**src/hdl/dics_pkg.sv**
```systemverilog
package dics_pkg;

  // Field widths of the request and result channels.
  localparam int ValueW = 33;
  localparam int DistW  = 4;
  localparam int ClassW = 4;
  localparam int CountW = 5;

  // Default table geometry.
  localparam int MaxClassesDef = 16;
  localparam int MaxDistsDef   = 16;

  // Class count after reset.
  localparam logic [CountW-1:0] NumClassesRst = 5'd16;

  // Depths of the command queue and the result queue.
  localparam int CmdQDepth = 2;
  localparam int ResQDepth = 2;

  // Request command codes.
  localparam logic CmdLoad   = 1'b0;
  localparam logic CmdSample = 1'b1;

  // Operations that the front end hands to the back end.
  typedef enum logic [1:0] {
    OpLoad   = 2'd0,
    OpSearch = 2'd1,
    OpDirect = 2'd2
  } op_e;

  // One queued command.
  typedef struct packed {
    op_e               op;
    logic [DistW-1:0]  dist_idx;
    logic [ClassW-1:0] cls;
    logic [ValueW-1:0] value;
  } cmd_t;

endpackage

```
**src/hdl/dics_fifo.sv**
```systemverilog
module dics_fifo #(
  parameter int WIDTH = 8,
  parameter int DEPTH = 2
) (
  input  logic             clk_i,
  input  logic             rst_ni,
  input  logic             push_i,
  input  logic [WIDTH-1:0] data_i,
  output logic             full_o,
  input  logic             pop_i,
  output logic [WIDTH-1:0] data_o,
  output logic             empty_o
);

  localparam int PtrW = (DEPTH > 1) ? $clog2(DEPTH) : 1;
  localparam int CntW = $clog2(DEPTH + 1);

  logic [WIDTH-1:0] mem_q [DEPTH];
  logic [PtrW-1:0]  wr_ptr_q, wr_ptr_d;
  logic [PtrW-1:0]  rd_ptr_q, rd_ptr_d;
  logic [CntW-1:0]  count_q, count_d;
  logic             do_push, do_pop;

  assign full_o  = (count_q == CntW'(DEPTH));
  assign empty_o = (count_q == '0);
  assign do_push = push_i && !full_o;
  assign do_pop  = pop_i && !empty_o;
  assign data_o  = mem_q[rd_ptr_q];

  // Pointer and fill count update, wrapping at any depth.
  always_comb begin
    wr_ptr_d = wr_ptr_q;
    rd_ptr_d = rd_ptr_q;
    count_d  = count_q;
    if (do_push) begin
      wr_ptr_d = (wr_ptr_q == PtrW'(DEPTH - 1)) ? '0 : wr_ptr_q + PtrW'(1);
    end
    if (do_pop) begin
      rd_ptr_d = (rd_ptr_q == PtrW'(DEPTH - 1)) ? '0 : rd_ptr_q + PtrW'(1);
    end
    if (do_push && !do_pop) begin
      count_d = count_q + CntW'(1);
    end else if (!do_push && do_pop) begin
      count_d = count_q - CntW'(1);
    end
  end

  always_ff @(posedge clk_i or negedge rst_ni) begin
    if (!rst_ni) begin
      wr_ptr_q <= '0;
      rd_ptr_q <= '0;
      count_q  <= '0;
    end else begin
      wr_ptr_q <= wr_ptr_d;
      rd_ptr_q <= rd_ptr_d;
      count_q  <= count_d;
    end
  end

  // Entry storage needs no reset.
  always_ff @(posedge clk_i) begin
    if (do_push) begin
      mem_q[wr_ptr_q] <= data_i;
    end
  end

endmodule

```
**src/hdl/dics_front.sv**
```systemverilog
module dics_front #(
  parameter int MAX_CLASSES = dics_pkg::MaxClassesDef,
  parameter int MAX_DISTS   = dics_pkg::MaxDistsDef
) (
  input  logic                        clk_i,
  input  logic                        rst_ni,
  input  logic [dics_pkg::CountW-1:0] k_i,
  input  logic                        push_i,
  output logic                        full_o,
  input  logic                        cmd_i,
  input  logic [dics_pkg::DistW-1:0]  dist_index_i,
  input  logic [dics_pkg::ClassW-1:0] class_index_i,
  input  logic [dics_pkg::ValueW-1:0] value_i,
  input  logic                        cq_pop_i,
  output dics_pkg::cmd_t              cq_data_o,
  output logic                        cq_empty_o
);

  import dics_pkg::*;

  logic dist_ok, cls_ok, enq;
  cmd_t entry;

  // Range checks on the request indexes.
  assign dist_ok = (int'(dist_index_i) < MAX_DISTS);
  assign cls_ok  = (int'(class_index_i) < MAX_CLASSES);

  // Classify the request. A sample that cannot hit any edge is answered
  // directly with the class count; loads outside the table are dropped.
  always_comb begin
    entry.dist_idx = dist_index_i;
    entry.cls      = class_index_i;
    entry.value    = value_i;
    if (cmd_i == CmdLoad) begin
      entry.op = OpLoad;
    end else if (dist_ok && (k_i != '0)) begin
      entry.op = OpSearch;
    end else begin
      entry.op = OpDirect;
    end
    enq = push_i && ((cmd_i == CmdSample) || (dist_ok && cls_ok));
  end

  dics_fifo #(
    .WIDTH ($bits(cmd_t)),
    .DEPTH (CmdQDepth)
  ) u_cmd_q (
    .clk_i   (clk_i),
    .rst_ni  (rst_ni),
    .push_i  (enq),
    .data_i  (entry),
    .full_o  (full_o),
    .pop_i   (cq_pop_i),
    .data_o  (cq_data_o),
    .empty_o (cq_empty_o)
  );

endmodule

```
**config.mk**
```make
export PLATFORM = sky130hd
export DESIGN_NAME = dics_front
export DESIGN_NICKNAME = d
export VERILOG_FILES = /design/src/hdl/dics_pkg.sv /design/src/hdl/dics_fifo.sv /design/src/hdl/dics_front.sv
export SDC_FILE = /design/constraint.sdc
export NUM_CORES = 1
export LEC_CHECK = 0
export ABC_AREA = 1
export BUFFER_PORTS_ARGS = -buffer_cell sky130_fd_sc_hd__buf_2
export CORE_MARGIN = 2
export CORE_UTILIZATION = 55
export CTS_CLUSTER_DIAMETER = 150
export CTS_CLUSTER_SIZE = 20
export DETAILED_ROUTE_END_ITERATION = 6
export HOLD_SLACK_MARGIN = 0.03
export PLACE_DENSITY = 0.84
export SLEW_MARGIN = 20
export SYNTH_ARGS = -nofsm -noshare
export SYNTH_HDL_FRONTEND = slang
export SYNTH_HIERARCHICAL = 1
export SYNTH_SLANG_ARGS = --single-unit
```
**constraint.sdc**
```tcl
create_clock -name clk_i -period 7.4 [get_ports clk_i]
set_input_delay 1.48 -clock clk_i [delete_from_list [all_inputs] [get_ports clk_i]]
set_output_delay 1.48 -clock clk_i [all_outputs]
set_load 0.01 [all_outputs]
```
==> results of run 1 <==
==> worst max-delay path, delay by kind of cell (launching register included) <==
family | cells | cell delay [ns]
buf+inv | 2 | 0.51
flops | 1 | 0.90
simple gates | 2 | 0.22
==> logic make-up (layout without fill, tap and decap cells) <==
| kind of cell | count (synthesis) | in the layout | share of synthesized area |
|---|---|---|---|
| xor+xnor | 1 | 1 | 0.00258 |
| buf+inv | 20 | 123 | 0.0299 |
| fa+ha+maj | 1 | 1 | 0.00369 |
| simple gates | 150 | 150 | 0.170 |
| compound gates | 2 | 2 | 0.00295 |
| flops | 90 | 90 | 0.791 |
==> routing by layer <==
| metal | part of all wire | vias up | global-route usage |
|---|---|---|---|
| met5 | 0 | - | 0 |
| met4 | 0.020 | 0 | 0.0885 |
| met3 | 0.075 | 12 | 0.0413 |
| met2 | 0.50 | 89 | 0.303 |
| met1 | 0.41 | 956 | 0.205 |
| li1 | - | 1070 | - |
==> worst max path at each step <==
stage,to,slack [ns],cells after the start
6_report,cq_data_o[15],3.92,4
5_1_grt,cq_data_o[30],3.73,4
4_1_cts,cq_data_o[30],3.87,4
3_5_place_dp,cq_data_o[21],4.27,4
3_3_place_gp,cq_data_o[21],4.26,4
2_1_floorplan,u_cmd_q/mem_q[1][0]$_DFFE_PP_,3.56,2
==> state kept, by name, indices dropped and copies added (netlist names) <==
signal and count:
u_cmd_q/wr_ptr_q 1, u_cmd_q/count_q 2, u_cmd_q/rd_ptr_q 1, u_cmd_q/mem_q 86
==> power by group <==
| group | leakage [nW] | switching [mW] | internal, mW |
|---|---|---|---|
| Sequential | 0.847 | 0.0682 | 0.696 |
| Clock | 0.103 | 0.161 | 0.166 |
| Combinational | 0.885 | 0.304 | 0.169 |
| Total | 1.83 | 0.533 | 1.03 |
==> through the flow <==
| stage | util | worst slack, ns | power (mW) | hold WS, ns |
|---|---|---|---|---|
| after floorplan | - | 3.56 | 1.07 | 0.449 |
| after global placement | 0.658 | 4.26 | 1.25 | 0.463 |
| after detailed placement | 0.658 | 4.27 | 1.26 | 0.473 |
| after CTS | 0.692 | 3.87 | 1.58 | 0.497 |
| after global routing | 0.692 | 3.73 | 1.68 | 0.540 |
| final | 0.692 | 3.92 | 1.56 | 0.492 |
==> area by class of cell <==
type                            count  area, um2  area share
Clock buffer                       10        138      0.0334
Clock inverter                      6       65.1      0.0158
Inverter                           11       43.8      0.0106
Multi-Input combinational cell    154        616       0.149
Sequential cell                    90       2680       0.651
Tap cell                           75       93.8      0.0228
Timing Repair Buffer               96        483       0.117
==> synthesized netlist by cell type <==
master and instances:
nand3_1 2, buf_2 4, xnor2_1 1, inv_1 10, nand4_1 1, nor2_1 5, ha_1 1, nand2_1 139
dfrtp_1 4, edfxtp_1 86, nand3b_1 1, o21ai_0 2, nor2_2 2, inv_4 1, buf_4 5
==> results.toml, run 1 <==
[global_route]
grt_max_degree = 46
grt_overflow = 0
number_of_global_route_vias_before_repair = 1942
number_of_antenna_violations_at_the_first_check_in_global_routing = 0
grt_first_pass_wirelength_mm = 8.54
globalRouteTotalUtil = 0.175

[layout]
fin_area_um2 = 4120
drive_above_1_share = 0.322
diodes = 0
final.fill_count = 450
nets = 414
final_cell_mix = "nand2_1, buf_2, edfxtp_1"
instances_no_fill = 442
most_frequent_standard_cell_in_the_layout_excluding_fill_and_tap_cells = "nand2_1"
syn_to_final_growth_pct = 21.5

[floorplanning]
floorplan.io_pins = 96
core_area_um2 = 5960
core.rowCount = 28
die_x_um = 82.5
chipHeight_um = 82.5
die_area_um2 = 6810
initial_standard_cell_utilization_of_the_core = 0.570

[worst_setup_path]
max_stage_delay_ns = 0.90
timing.critical_path.cells = "inv_4 -> nand2_1 -> nand2_1 -> buf_2"
worst_r2r_endpoint = "u_cmd_q/mem_q[1][7]$_DFFE_PP_"
reg2reg_depth = 3
cp_common_cell = "nand2_1"
slowest_stage = "dfrtp_2"
worstSetupStartpoint = "u_cmd_q/rd_ptr_q$_DFFE_PN0P_"
timing.critical_path.arrival_ns = 2.00
startpoint_type = "flop"
r2r_setup_slack_ns = 5.44
crit-reg2reg-launch = "u_cmd_q/count_q[0]$_DFFE_PN0P_"
end_kind = "output pin"
worst-endpoint-required_ns = 5.92
worstPathMaxFanout = 45
crit_type = "reg2out"

[synthesis]
synth_seq_cells = 90
netlist_area_um2 = 3390
synth_warnings = 6
synth_area_leader_cell = "edfxtp_1"
synth.net_count = 316
post_synth.cell_area_avg_um2 = 12.8
postSynthCellCount = 264
ys_top_cells_by_area = "edfxtp_1, nand2_1, dfrtp_1, buf_4, inv_1"
synthDistinctLibCells = 15
netlist.area_leader.share = 0.761
synth-seq-area-share = 0.791

[detailed_routing]
route.detailed.vias_per_inst = 4.81
drt.antenna.violating_nets = 0
post-route-drc-count = 0
route.final.wire_length_mm = 5.59
initialDrtViolationCount = 69
detail_route.wl_per_cell_um = 12.6
route.vias.total = 2127
detailedRoute.firstPassIterationCount = 4

[hold_path]
worstHoldPathCells = 2
timing.hold.worst.class = "reg2reg"
worst_hold_startpoint = "u_cmd_q/wr_ptr_q$_DFFE_PN0P_"
min_delay_worst_endpoint = "u_cmd_q/wr_ptr_q$_DFFE_PN0P_"

[run_status]
run_status = "finished clean"

[clock_tree]
post-cts-setup-buffer-count = 0
number_of_clock_sinks = 90
cts.htree.levels = 3
tritoncts = "yes"
post_cts_resized = 0
clock-root-buffer = "clkbuf_8"
cts.reportedPaths.clkPinSlew_ns = 0.08
clock_insertion_delay_worst_skew_ns = 0.35
cts.hold.buffers_added = 0
cts_inserted_buffers = 9
cts.path.max_buffers = 2

[power_and_ir_drop]
leakage_nw = 1.83
peak_supply_drop_uv = 263
power_per_cell_area_nw_per_um2 = 379

[sta]
achievable-frequency_ghz = 0.287
min_period_over_period = 0.470
rsz0062_at_grt = "false"
fin_tns_setup_ns = 0
final_max_slew_viol_count = 0
clock_skew_ns = 0.00569
timing.max_slew.rel_slack = 0.371
setup_viol_count_final = 0
finalHoldViolations = 0
period_minus_slack_ns = 3.48
worst_max_slew_pin_slew_ns = 0.942

[placed_design]
buffer_ports.inserted = 95
place_congestion = 0.700
placed_cells = 426
postPlaceCellArea_um2 = 3920
detailed_place_hpwl_mm = 3.61

[flow_run]
maxCapViolCount = 0
No activity file was read; power rests on OpenSTA's default activity.
==> run 2: changes to the inputs <==
Settings changed: CORE_UTILIZATION 55 to 51, PLACE_DENSITY 0.84 to 0.78.
Clock period 7.4 ns to 3.4 ns, I/O delays scaled along.
==> run 2 against run 1 <==
- sequential share of layout area fell by 0.24 points
- core utilization fell by 4.4 points
- count of clock-buffer cells in the layout fell by 1
- final cell count rose by 0.68%
- critical path depth did not move
- clock power rose by 130%
- sequential power rose by 110%
- die area rose by 7.5%
- worst setup slack got worse by 2.9 ns
- global-route usage fell by 1.1 points
- critical path type unchanged
- largest cell class unchanged
- highest routed layer unchanged
==> results.toml, run 2 (synthesis results as in run 1) <==
[sta]
achievable-frequency_ghz = 0.427
clock_skew_ns = 0.00481
timing.max_slew.rel_slack = 0.385
worst_max_slew_pin_slew_ns = 0.921
fin_tns_setup_ns = 0
setup_viol_count_final = 0
finalHoldViolations = 0
period_minus_slack_ns = 2.34
rsz0062_at_grt = "false"
min_period_over_period = 0.689
final_max_slew_viol_count = 0
hold_ws_ns = 0.134

[global_route]
number_of_antenna_violations_at_the_first_check_in_global_routing = 0
number_of_global_route_vias_before_repair = 2111
grt_overflow = 0
globalRouteTotalUtil = 0.164
global_route.usage.met2 = 0.297
gr-max-usage-layer = "met2"
grt.met3_usage = 0.0404
grt_use_met1 = 0.178
grt_max_degree = 45
grt_first_pass_wirelength_mm = 8.91

[floorplanning]
die_area_um2 = 7320
die_x_um = 85.6
core_area_um2 = 6390
core.rowCount = 29
initial_standard_cell_utilization_of_the_core = 0.531
floorplan.io_pins = 96
chipHeight_um = 85.6

[worst_setup_path]
worstPathMaxFanout = 44
timing.critical_path.arrival_ns = 1.66
worst-endpoint-required_ns = 2.72
crit_type = "reg2out"
startpoint_type = "flop"
end_kind = "output pin"

[clock_tree]
clock-root-buffer = "clkbuf_8"
cts.path.max_buffers = 2
cts.reportedPaths.clkPinSlew_ns = 0.08
tritoncts = "yes"
clock_insertion_delay_worst_skew_ns = 0.34
cts.hold.buffers_added = 0
post_cts_resized = 0
cts.htree.levels = 3
number_of_clock_sinks = 90
cts_inserted_buffers = 9
post-cts-setup-buffer-count = 0

[placed_design]
buffer_ports.inserted = 95
place_congestion = 0.713
detailed_place_hpwl_mm = 3.72
placed_cells = 429

[layout]
final_cell_mix = "nand2_1, buf_2, edfxtp_1"
drive_above_1_share = 0.315
diodes = 0
nets = 415
syn_to_final_growth_pct = 22.0
most_frequent_standard_cell_in_the_layout_excluding_fill_and_tap_cells = "nand2_1"
instances_no_fill = 445
largest_register = "u_cmd_q/mem_q"
largest_reg_flops = 86
top_regs = "u_cmd_q/mem_q x86, u_cmd_q/count_q x2"
post-route-util = 0.648

[detailed_routing]
drt.antenna.violating_nets = 0
detail_route.wl_per_cell_um = 13.1
post-route-drc-count = 0
detailedRoute.firstPassIterationCount = 4
route.final.wire_length_mm = 5.84
route.detailed.vias_per_inst = 4.80
initialDrtViolationCount = 113
route.vias.total = 2137

[power_and_ir_drop]
leakage_nw = 1.84
power_per_cell_area_nw_per_um2 = 833
peak_supply_drop_uv = 448
total_power_mw = 3.45

[flow_run]
maxCapViolCount = 0

[hold_path]
timing.hold.worst.class = "in2async"

[run_status]
run_status = "finished clean"
[run 2: metal layers]
layer | wire length (um) | vias up
met5 | 0 | -
met2 | 3020 | 75
met4 | 109 | 0
met1 | 2350 | 979
met3 | 356 | 11
li1 | - | 1072
[run 2: area by class of cell]
cell class              instances  area (um2)
clock inverters                 7        83.8
well taps                      77        96.3
clock buffers                   9         124
flip-flops and latches         90        2680
multi-input cells             154         616
repair buffers                 97         490
inverters                      11        43.8
fillers                       487        2250
[run 2: final timing paths]
path / cells past startpoint / slack, ns / from / endpoint
max reg2reg: 5 / 1.57 / u_cmd_q/count_q[1]$_DFFE_PN0P_ / u_cmd_q/mem_q[0][26]$_DFFE_PP_
min reg2reg: 2 / 0.52 / u_cmd_q/wr_ptr_q$_DFFE_PN0P_ / u_cmd_q/wr_ptr_q$_DFFE_PN0P_
max in group asynchronous: 1 / 3.13 / rst_ni / u_cmd_q/rd_ptr_q$_DFFE_PN0P_
max: 4 / 1.06 / u_cmd_q/rd_ptr_q$_DFFE_PN0P_ / cq_data_o[26]
min: 1 / 0.13 / rst_ni / u_cmd_q/rd_ptr_q$_DFFE_PN0P_
min in group clk_i: 2 / 0.52 / u_cmd_q/wr_ptr_q$_DFFE_PN0P_ / u_cmd_q/wr_ptr_q$_DFFE_PN0P_
[run 2: worst max-delay path, cell delays in order, from the launching register on]
cell and delay (ns):
dfrtp_2 0.58, inv_4 0.41, nand2_1 0.11, nand2_1 0.08, buf_2 0.12
[run 2: power breakdown]
| group | internal (mW) | leakage (nW) | total, mW | switching, mW |
|---|---|---|---|---|
| clock network | 0.405 | 0.102 | 0.741 | 0.336 |
| registers | 1.52 | 0.847 | 1.63 | 0.113 |
| logic | 0.372 | 0.889 | 1.08 | 0.703 |
| total | 2.29 | 1.84 | 3.45 | 1.15 |
[run 2: metrics by stage]
step / instance area [um2] / worst slack, ns
finish: 4140 / 1.06
global route: 4140 / 0.915
CTS: 4140 / 1.01
detailed placement: 3930 / 1.28
global placement: 3930 / 1.32
floorplan: 3390 / 0.361
